[config.mk]
export PLATFORM = sky130hd
export DESIGN_NAME = urd_stage
export DESIGN_NICKNAME = d
export VERILOG_FILES = /design/src/rtl/core/urd_pkg.sv /design/src/rtl/core/urd_stage.sv
export SDC_FILE = /design/constraint.sdc
export NUM_CORES = 1
export LEC_CHECK = 0
export ABC_AREA = 1
export ABC_CLOCK_PERIOD_IN_PS = 5840
export BUFFER_PORTS_ARGS = -buffer_cell sky130_fd_sc_hd__buf_4
export CAP_MARGIN = 20
export CORE_AREA = 2 2 121 123
export CTS_CLUSTER_DIAMETER = 120
export DETAILED_ROUTE_END_ITERATION = 16
export DIE_AREA = 0 0 123 125
export PLACE_DENSITY = 0.71
export SYNTH_ARGS = -nofsm -noshare
export SYNTH_HDL_FRONTEND = slang
export SYNTH_SLANG_ARGS = --single-unit
[constraint.sdc]
create_clock -name clk -period 5.84 [get_ports clk]
set_clock_uncertainty 0.05 [all_clocks]
set_input_delay 0.292 -clock clk [delete_from_list [all_inputs] [get_ports clk]]
set_output_delay 0.292 -clock clk [all_outputs]
set_load 0.005 [all_outputs]
[src/rtl/core/urd_pkg.sv]
// Shared constants for the unsigned restoring divider.
`timescale 1ns / 1ps

package urd_pkg;

  localparam int unsigned FIELD_W       = 32;
  localparam int unsigned WIDTH_DEFAULT = 32;

endpackage

[src/rtl/core/urd_stage.sv]
// One quotient-bit step of the restoring divider, registered.
`timescale 1ns / 1ps

module urd_stage #(
  parameter int unsigned WIDTH = urd_pkg::WIDTH_DEFAULT
) (
  input  logic             clk,
  input  logic             rst,
  input  logic             en,
  input  logic             prev_valid,
  input  logic [WIDTH-1:0] prev_rem,
  input  logic [WIDTH-1:0] prev_quo,
  input  logic [WIDTH-1:0] prev_den,
  output logic             valid,
  output logic [WIDTH-1:0] rem,
  output logic [WIDTH-1:0] quo,
  output logic [WIDTH-1:0] den
);

  logic [WIDTH:0]   shifted;
  logic [WIDTH:0]   diff;
  logic             fits;
  logic [WIDTH-1:0] rem_next;
  logic [WIDTH-1:0] quo_next;

  // partial remainder with guard bit, next dividend bit shifted in
  assign shifted  = {prev_rem, prev_quo[WIDTH-1]};
  assign diff     = shifted - {1'b0, prev_den};
  assign fits     = ~diff[WIDTH];
  assign rem_next = fits ? diff[WIDTH-1:0] : shifted[WIDTH-1:0];
  assign quo_next = {prev_quo[WIDTH-2:0], fits};

  always_ff @(posedge clk) begin
    if (rst) begin
      valid <= 1'b0;
    end else if (en) begin
      valid <= prev_valid;
    end
  end

  always_ff @(posedge clk) begin
    if (en) begin
      rem <= rem_next;
      quo <= quo_next;
      den <= prev_den;
    end
  end

endmodule
==> results of run 1 <==
==> per-layer routing <==
metal  vias up  global-route usage  routed length [um]
met3        16              0.0370                 986
met5         -                   0                   0
met2       161               0.338                7340
met1      2411               0.281                7270
met4         0              0.0709                 284
li1       2832                   -                   -
==> flip-flops by register name (all words and copies together) (netlist names) <==
| name | cells |
|---|---|
| den | 32 |
| quo | 32 |
| rem | 32 |
| valid | 1 |
==> per-stage QoR <==
stage | instance area [um2] | utilization | power [W] | hold WS, ns | worst slack, ns
4_1_cts | 8100 | 0.570 | 0.00200 | 0.0249 | 3.63
3_5_place_dp | 7820 | 0.550 | 0.00142 | 0.402 | 3.26
3_3_place_gp | 7820 | 0.550 | 0.00141 | 0.400 | 3.34
2_1_floorplan | 6190 | - | 0.00118 | 0.314 | 3.64
5_1_grt | 8100 | 0.570 | 0.00209 | 0.0258 | 3.44
6_report | 8100 | 0.570 | 0.00197 | 0.0377 | 3.64
==> power groups by stage <==
stage,clock (W),sequential [W],combinational (W)
final,0.000573,0.000871,0.000529
after global routing,0.000618,0.000878,0.000598
after CTS,0.000589,0.000872,0.000535
after detailed placement,0,0.000887,0.000533
after global placement,0,0.000886,0.000529
after floorplan,0,0.000896,0.000287
==> path summary, 6_finish.rpt <==
check | from | endpoint | slack, ns | cells after the start
setup reg to reg | valid$_SDFFE_PP0P_ | valid$_SDFFE_PP0P_ | 5.19 | 2
hold / removal | rst | valid$_SDFFE_PP0P_ | 0.04 | 2
hold reg to reg | valid$_SDFFE_PP0P_ | valid$_SDFFE_PP0P_ | 0.46 | 2
setup / recovery | prev_quo[31] | rem[18]$_DFFE_PP_ | 3.64 | 16
==> worst reg2reg max path: cells and delay by family, from the launching register on <==
kind          cells  cell delay [ns]
flops             1             0.31
simple gates      1             0.05
mux               1             0.13
==> layout by cell type (no fill, tap or decap) <==
master / synthesis / final
sky130_fd_sc_hd__nor2_1: 39 / 39
sky130_fd_sc_hd__nor3_1: 6 / 6
sky130_fd_sc_hd__clkinv_1: 1 / 1
sky130_fd_sc_hd__nand3b_1: 2 / 2
sky130_fd_sc_hd__a21oi_1: 23 / 23
sky130_fd_sc_hd__inv_8: 0 / 2
sky130_fd_sc_hd__clkbuf_1: 0 / 1
sky130_fd_sc_hd__and3_1: 1 / 1
sky130_fd_sc_hd__xnor2_1: 1 / 1
sky130_fd_sc_hd__buf_4: 0 / 197
sky130_fd_sc_hd__nand3_2: 1 / 1
sky130_fd_sc_hd__nand2_1: 315 / 315
sky130_fd_sc_hd__nand2_4: 4 / 4
sky130_fd_sc_hd__o21bai_1: 7 / 7
sky130_fd_sc_hd__or2_1: 1 / 1
sky130_fd_sc_hd__clkbuf_16: 0 / 9
sky130_fd_sc_hd__nand3_1: 30 / 30
sky130_fd_sc_hd__xor2_1: 14 / 14
sky130_fd_sc_hd__nand2_8: 1 / 1
sky130_fd_sc_hd__edfxtp_1: 96 / 96
sky130_fd_sc_hd__nor2_2: 1 / 1
sky130_fd_sc_hd__inv_2: 5 / 5
sky130_fd_sc_hd__ha_1: 32 / 32
sky130_fd_sc_hd__and2_1: 4 / 4
sky130_fd_sc_hd__nand4_1: 8 / 8
sky130_fd_sc_hd__a21oi_4: 1 / 1
sky130_fd_sc_hd__dfxtp_1: 1 / 1
sky130_fd_sc_hd__nand2_2: 25 / 25
sky130_fd_sc_hd__fa_1: 1 / 1
sky130_fd_sc_hd__mux2i_1: 1 / 1
sky130_fd_sc_hd__or2_2: 1 / 1
sky130_fd_sc_hd__clkinvlp_4: 0 / 4
sky130_fd_sc_hd__a21oi_2: 1 / 1
sky130_fd_sc_hd__inv_1: 153 / 153
==> cells by family after synthesis <==
logic type / count (synthesis) / share of synthesized area
AO/OA/AOI/OAI: 32 / 0.0311
XOR/XNOR: 15 / 0.0212
adder cells (fa/ha/maj): 33 / 0.0679
buffers and inverters: 165 / 0.109
flip-flops: 97 / 0.469
multiplexers: 1 / 0.00162
AND/OR/NAND/NOR: 439 / 0.300
==> area by class of cell <==
type / count / area share
Clock inverter: 6 / 0.00649
Inverter: 159 / 0.0737
Timing Repair Buffer: 197 / 0.183
Clock buffer: 10 / 0.0283
Tap cell: 184 / 0.0284
Sequential cell: 97 / 0.358
Multi-Input combinational cell: 520 / 0.322
==> flow_results.org, run 1 <==
** Min path
- Worst hold-check path type :: in2reg

** Timing
- Measured against its own limit, the worst slew margin works out to 0.488.
- Setup repair after global routing left no endpoint under its margin.
- Final number of max-transition violations :: 0
- Min Clock Period, post-route :: 2.20 ns
- Setup violations remaining at the end of the flow were counted as 0.
- In the finished design, the share of the clock period the worst path needs comes to 0.377.
- The number of endpoints with negative hold slack in the final report was 0.
- After routing, the total negative slack on setup checks comes to 0 ns.
- Peak clock frequency supported by timing :: 454 MHz
- At the pin with the least slew margin, the transition time is between 0.7 and 0.8 ns.

** Worst setup path
- CP Cell Sequence :: buf_4, inv_1, ha_1, fa_1, inv_1, nand2_1, nand2_1, nand3_1, nand2_2, nand2_2, nand2_2, nand2_4, nand3_1, nand2_4, nand2_1, nand2_1
- Grouping stages by cell kind, the critical path spends the most delay in simple AND/OR/NAND/NOR gates.
- Arr. time, crit path :: 2.25 ns
- For this run, the slowest stage of the critical path takes 0.40 ns.
- Most common cell type on the critical path :: sky130_fd_sc_hd__nand2_1
- Buffers and inverters on the worst path :: 3
- The worst setup path is launched from a primary input.
- The worst setup path is of the in2reg kind.
- Largest fanout of any net on the critical path :: 32
- At the worst endpoint, the required time is 5.89 ns.
- The slowest stage of the critical path is the sky130_fd_sc_hd__fa_1 cell.
- STA classifies the critical path endpoint as a flip-flop.

** Finish
- The filler cells instantiated in the layout total 1,365.
- The final layout contains 1,117 nets.
- The number of antenna diodes in the final layout is 0.
- For this run, the number of standard cells in the final layout without fillers is between 1,000 and 1,500.
- Area of the multi-input gates :: around 2600 um2
- In the final layout, the share of cells above drive strength 1 is 0.255.
- Summing all flip-flop and latch instances after layout gives 2900 um2.
- Compared with the post-synthesis result, the final layout area differs by 30.9%.

** Yosys
- In this run, synthesis inferred 96 flip-flops with an integrated enable.
- Area leader, netlist :: sky130_fd_sc_hd__edfxtp_1
- Average size of a mapped cell :: approximately 7.9 um2
- Most common library cells after synthesis :: sky130_fd_sc_hd__nand2_1, sky130_fd_sc_hd__inv_1, sky130_fd_sc_hd__edfxtp_1
- Cell Area, Synth :: around 6200 um2
- Counting flops and latches in the post-synthesis netlist gives a little under 100.
- Count of cell types in the netlist :: 32
- Post-Syn Instances :: between 700 and 800
- Among all flip-flop cells after synthesis, the most frequent one is sky130_fd_sc_hd__edfxtp_1.
- By area the synthesized netlist is led by sky130_fd_sc_hd__edfxtp_1, sky130_fd_sc_hd__nand2_1, sky130_fd_sc_hd__inv_1, sky130_fd_sc_hd__ha_1, sky130_fd_sc_hd__nand2_2.
- Among all cell types in the netlist, the one instantiated most often is sky130_fd_sc_hd__nand2_1.
- Post-synthesis sequential area ratio :: 0.469
- The share of synthesized area in the top cell type comes to 0.466.
- Net Count, Synth :: 915
- Async set-reset flop share out of synthesis :: 0
- Warnings, synthesis :: 0

** Drt
- Via density per instance :: 4.62
- Number of vias in the routed layout :: around 5,400
- The count of nets left with antenna violations once routing finished came out at 0.
- In the routed design, unresolved DRC markers number 0.
- Number of DRC violations after detailed-routing iteration 0 :: 235
- Before antenna repair, the detailed router went through 5 iterations.
- WL final :: 15.9 mm
- Detailed-route wire length per cell :: 13.5 um

** Power
- Share of power burned in combinational logic :: 0.268
- Max rail drop VDD :: 118 uV
- The internal power of the cells totals 0.00138 W.
- Dividing total power by cell area gives a power density of around 240 nW/um2.
- Standby leakage power :: 4.34 nW
- Of the total power, the clock network draws 0.290.
- In this run the power spent charging and discharging nets is 0.000592 W.
- Switching part of the total :: 0.300
- Seq pwr share :: 0.441

** Global routing
- Number of antenna violations at the first check in global routing :: 0
- Total global-route track usage :: 0.208
- Leftover overflow at the end of global routing :: 0
- Largest net degree at the start of global routing :: 60
- Number of global-route vias before repair :: 5,130
- Wire length of the first global-routing pass :: ~25 mm

** Die
- For this configuration, the core starts out at a cell density of 0.436.
- The die covers 15,400 um2.
- In this run the count of I/O pins placed on the die edge is 197.
- Floorplan die width :: 123 um
- The region available for standard cell placement spans between 10,000 and 15,000 um2.
- Die Y-Extent :: 125 um
- Number of cell rows :: 44

** Clock network
- Number of buffers created by CTS :: 9
- After clock tree synthesis, the repair step resized 0 gates.
- For the worst-skew pair, the clock arrives at the later sink with an insertion delay of 0.35 ns.
- Post-CTS Hold Buffers :: 0
- The cell sitting at the root of the clock tree is a sky130_fd_sc_hd__clkbuf_16.
- Register clock-pin slew on the reported worst setup and hold paths :: 0.07 ns
- CTS built an H-tree with a depth of 3.
- Post-CTS Repair Setup Buffers :: 0
- TritonCTS built the clock tree.
- Counting along the longest clock path gives a buffer depth of 2.
- CTS saw 97 sinks.

** Placement
- The congestion estimate from routability-driven global placement came to between 0.8 and 0.9.
- The wire-length estimate of the detail-placed layout is around 13 mm.
- During placement, the flow inserted port buffers numbering 196.
- Placed insts :: 1,157

** Outcome
- The run finished with clean final reports.

** Run
- Total of max-cap violations :: 0
Power figures use the tool's default switching activity.
==> run 2, diff against run 1 <==
Settings changed: ABC_CLOCK_PERIOD_IN_PS 5840 to 1800, PLACE_DENSITY 0.71 to 0.73.
Clock period 5.84 ns to 1.8 ns, I/O delays scaled along.
==> flow_results.org, run 2 (synthesis results as in run 1) <==
** Placement
- DP Wirelength :: 13.8 mm (+7.4%)
- The count of input and output buffers was 196 (unchanged).
- Post-Place Setup Slack :: -0.433 ns (-3.69 ns)
- Last weighted congestion value of the routability-driven placer :: 0.888 (-0.28%)

** Global routing
- The via count of the first global-routing pass is 6,513 (+27%).
- The met2 track demand over resource was 0.445 (+0.107).
- Highest-utilization routing layer at the global route stage :: met2
- Met3 Use GR :: 0.0461 (+0.00912)
- The total track usage came to 0.251 (+0.0426).
- The initial antenna violation count came to 0 (unchanged).
- The maximum number of pins on one net before global-route repair came to 33 (-45%).
- The remaining global-route overflow was 0 (unchanged).
- Met1 track demand over resource in global routing :: 0.307 (+0.0266)
- Wire length of the first global-routing pass :: 30.1 mm (+21%)

** Drt
- The wire length per cell after detailed routing was 14.2 um (+5.0%).
- Detailed-router iteration count before antenna repair :: 5 (unchanged)
- ANT nets after route :: 0 (unchanged)
- WL final :: 19.7 mm (+24%)
- Via density per instance :: 4.62 (-0.12%)
- The overall via count from detail_route was 6,392 (+18%).
- Count of unresolved DRC violations after routing :: 0 (unchanged)
- Number of DRC violations after detailed-routing iteration 0 :: 367 (+56%)

** Die
- The area of the die was 15,400 um2 (unchanged).
- The number of top-level pins came to 197 (unchanged).
- The initial cell density of the core was 0.436 (unchanged).
- Number of cell rows :: 44 (unchanged)
- The area of the core region came to 14,200 um2 (unchanged).
- Floorplan die width :: 123 um (unchanged)
- Die Y-Extent :: 125 um (unchanged)

** Outcome
- The flow ran to the end, and the final reports show no timing, DRC or antenna violations.

** Worst setup path
- Type of destination of the critical path :: flip-flop
- The worst setup path is launched from a primary input.
- On the critical path, the stage with the largest delay is an instance of sky130_fd_sc_hd__fa_2.
- The required time reported for the critical path endpoint came to 1.86 ns (-4.03 ns).
- Arr. time, crit path :: 1.84 ns (-0.41 ns)
- CP Cell Sequence :: buf_8, inv_8, ha_4, fa_2, inv_2, nand2_1, nand2_1, nand3_2, nand2_2, nand2_2, nand2_4, nand2_4, nand3_4, nand2_8, nand2_2, nand2_1
- The worst-case register-to-register setup slack is 0.57 ns (-4.62 ns).
- Type of the worst setup path :: in2reg
- Largest fanout of any net on the critical path :: 8 (-75%)
- Longest individual stage delay on the worst path :: 0.35 ns (-0.05 ns)

** Power
- The internal power summed over all cells is 0.00496 W (+260%).
- The net switching share of the total power came to 0.306 (+0.00623).
- Share of power burned in combinational logic :: 0.337 (+0.069)
- Max rail drop VDD :: 541 uV (+360%)
- The power density of the placed cells was 700 nW/um2 (+190%).
- The clock network fraction of design power was 0.267 (-0.023).
- The total leakage power is 5.37 nW (+24%).
- Power spent charging and discharging nets :: 0.00219 W (+270%)
- The proportion of power drawn by flip-flops and latches is 0.397 (-0.044).

** Timing
- Dividing the final minimum period by the clock period gives 0.986.
- Setup repair after global routing could not meet its margin everywhere.
- Final setup violation count :: 0 (unchanged)
- The final hold slack came to 0.0560 ns (+0.0184 ns).
- Min Clock Period, post-route :: 1.77 ns
- The transition at the pin with the smallest max-transition slack came to 0.340 ns (-0.428 ns).
- Static timing analysis puts the maximum clock frequency at roughly 560 MHz.
- Post-route setup slack :: 0.0254 ns (-3.61 ns)
- Relative slew slack :: 0.772 (+0.284)
- The number of endpoints with negative hold slack in the final report was 0 (unchanged).
- The count of final max-slew check failures is 0 (unchanged).

** Clock network
- The clock tree buffer depth is 2 (unchanged).
- The CTS clock-pin slew for the worst setup and hold paths came to 0.07 ns (about the same).
- The total CTS buffers is 9 (unchanged).
- H-Tree Depth :: 3 (unchanged)
- The cell sitting at the root of the clock tree is a sky130_fd_sc_hd__clkbuf_16.
- The clock net sink count is 97 (unchanged).
- Clock tree from TritonCTS :: done
- Worst-skew pair later-pin latency :: 0.35 ns (about the same)

** Run
- Total of max-cap violations :: 0 (unchanged)

** Finish
- Layout cell share with drive strength beyond 1 :: 0.329 (+0.0741)
- In the final layout, the registers with the most flip-flops are den (32), quo (32), rem (32).
- Synthesis-to-finish area growth :: 64.8%
- Commonest non-fill, non-tap cells in the layout :: sky130_fd_sc_hd__nand2_1, sky130_fd_sc_hd__buf_4, sky130_fd_sc_hd__inv_1
- The number of antenna repair diodes is 0 (unchanged).
- Post-route core utilization :: 0.718 (+0.148)
- The number of nets in the layout is 1,329 (+19%).

** Min path
- Worst hold-check path type :: in2reg
## run 2: final timing paths
check                                         from                  to  depth (start not counted)
worst min register to register  valid$_SDFFE_PP0P_  valid$_SDFFE_PP0P_                          3
worst max register to register  valid$_SDFFE_PP0P_  valid$_SDFFE_PP0P_                          3
worst max-delay path                  prev_quo[31]    rem[5]$_DFFE_PP_                         16
worst min-delay path                   prev_rem[0]    rem[1]$_DFFE_PP_                          4
## run 2: repair_timing
action / CTS / global route
hold buffers: 95 / 0
gates cloned: 1 / 2
endpoints found under the hold margin: 94 / 0
pin swaps: 0 / 10
buffers inserted: 0 / 2
endpoints found under the setup margin: 32 / 32
gates resized for setup: 1 / 29
## run 2: metal layers
metal,part of all wire,wire length [um]
met1,0.42,8230
met2,0.51,9990
met3,0.060,1180
met4,0.014,278
met5,0,0
## run 2: power groups by stage
stage	clock (W)	combinational (W)	sequential [W]
after global routing	0.00203	0.00265	0.00285
after global placement	0	0.00206	0.00287
final	0.00190	0.00241	0.00283
after CTS	0.00195	0.00228	0.00283
after floorplan	0	0.000940	0.00291
after detailed placement	0	0.00209	0.00288
## run 2: critical path, delay by kind of cell
kind          cells  cell delay, ns
fa+ha+maj         2            0.50
simple gates     11            1.05
buf+inv           3            0.19
## run 2: metrics by stage
step | cells | setup TNS, ns | total power, W | area [um2]
global placement | 1269 | -12.27 | 0.00494 | 8750
floorplan | 782 | -1.96 | 0.00385 | 6230
detailed placement | 1269 | -13.33 | 0.00497 | 8750
CTS | 1381 | 0 | 0.00706 | 10000
finish | 1385 | 0 | 0.00714 | 10200
global route | 1385 | -0.544 | 0.00753 | 10200
## run 2: area by class of cell
class / count / area [um2]
multi-input cells: 523 / 2830
clock inverters: 7 / 61.3
repair buffers: 406 / 3350
flip-flops and latches: 97 / 2900
well taps: 184 / 230
inverters: 159 / 604
clock buffers: 9 / 225
fillers: 1118 / 4000
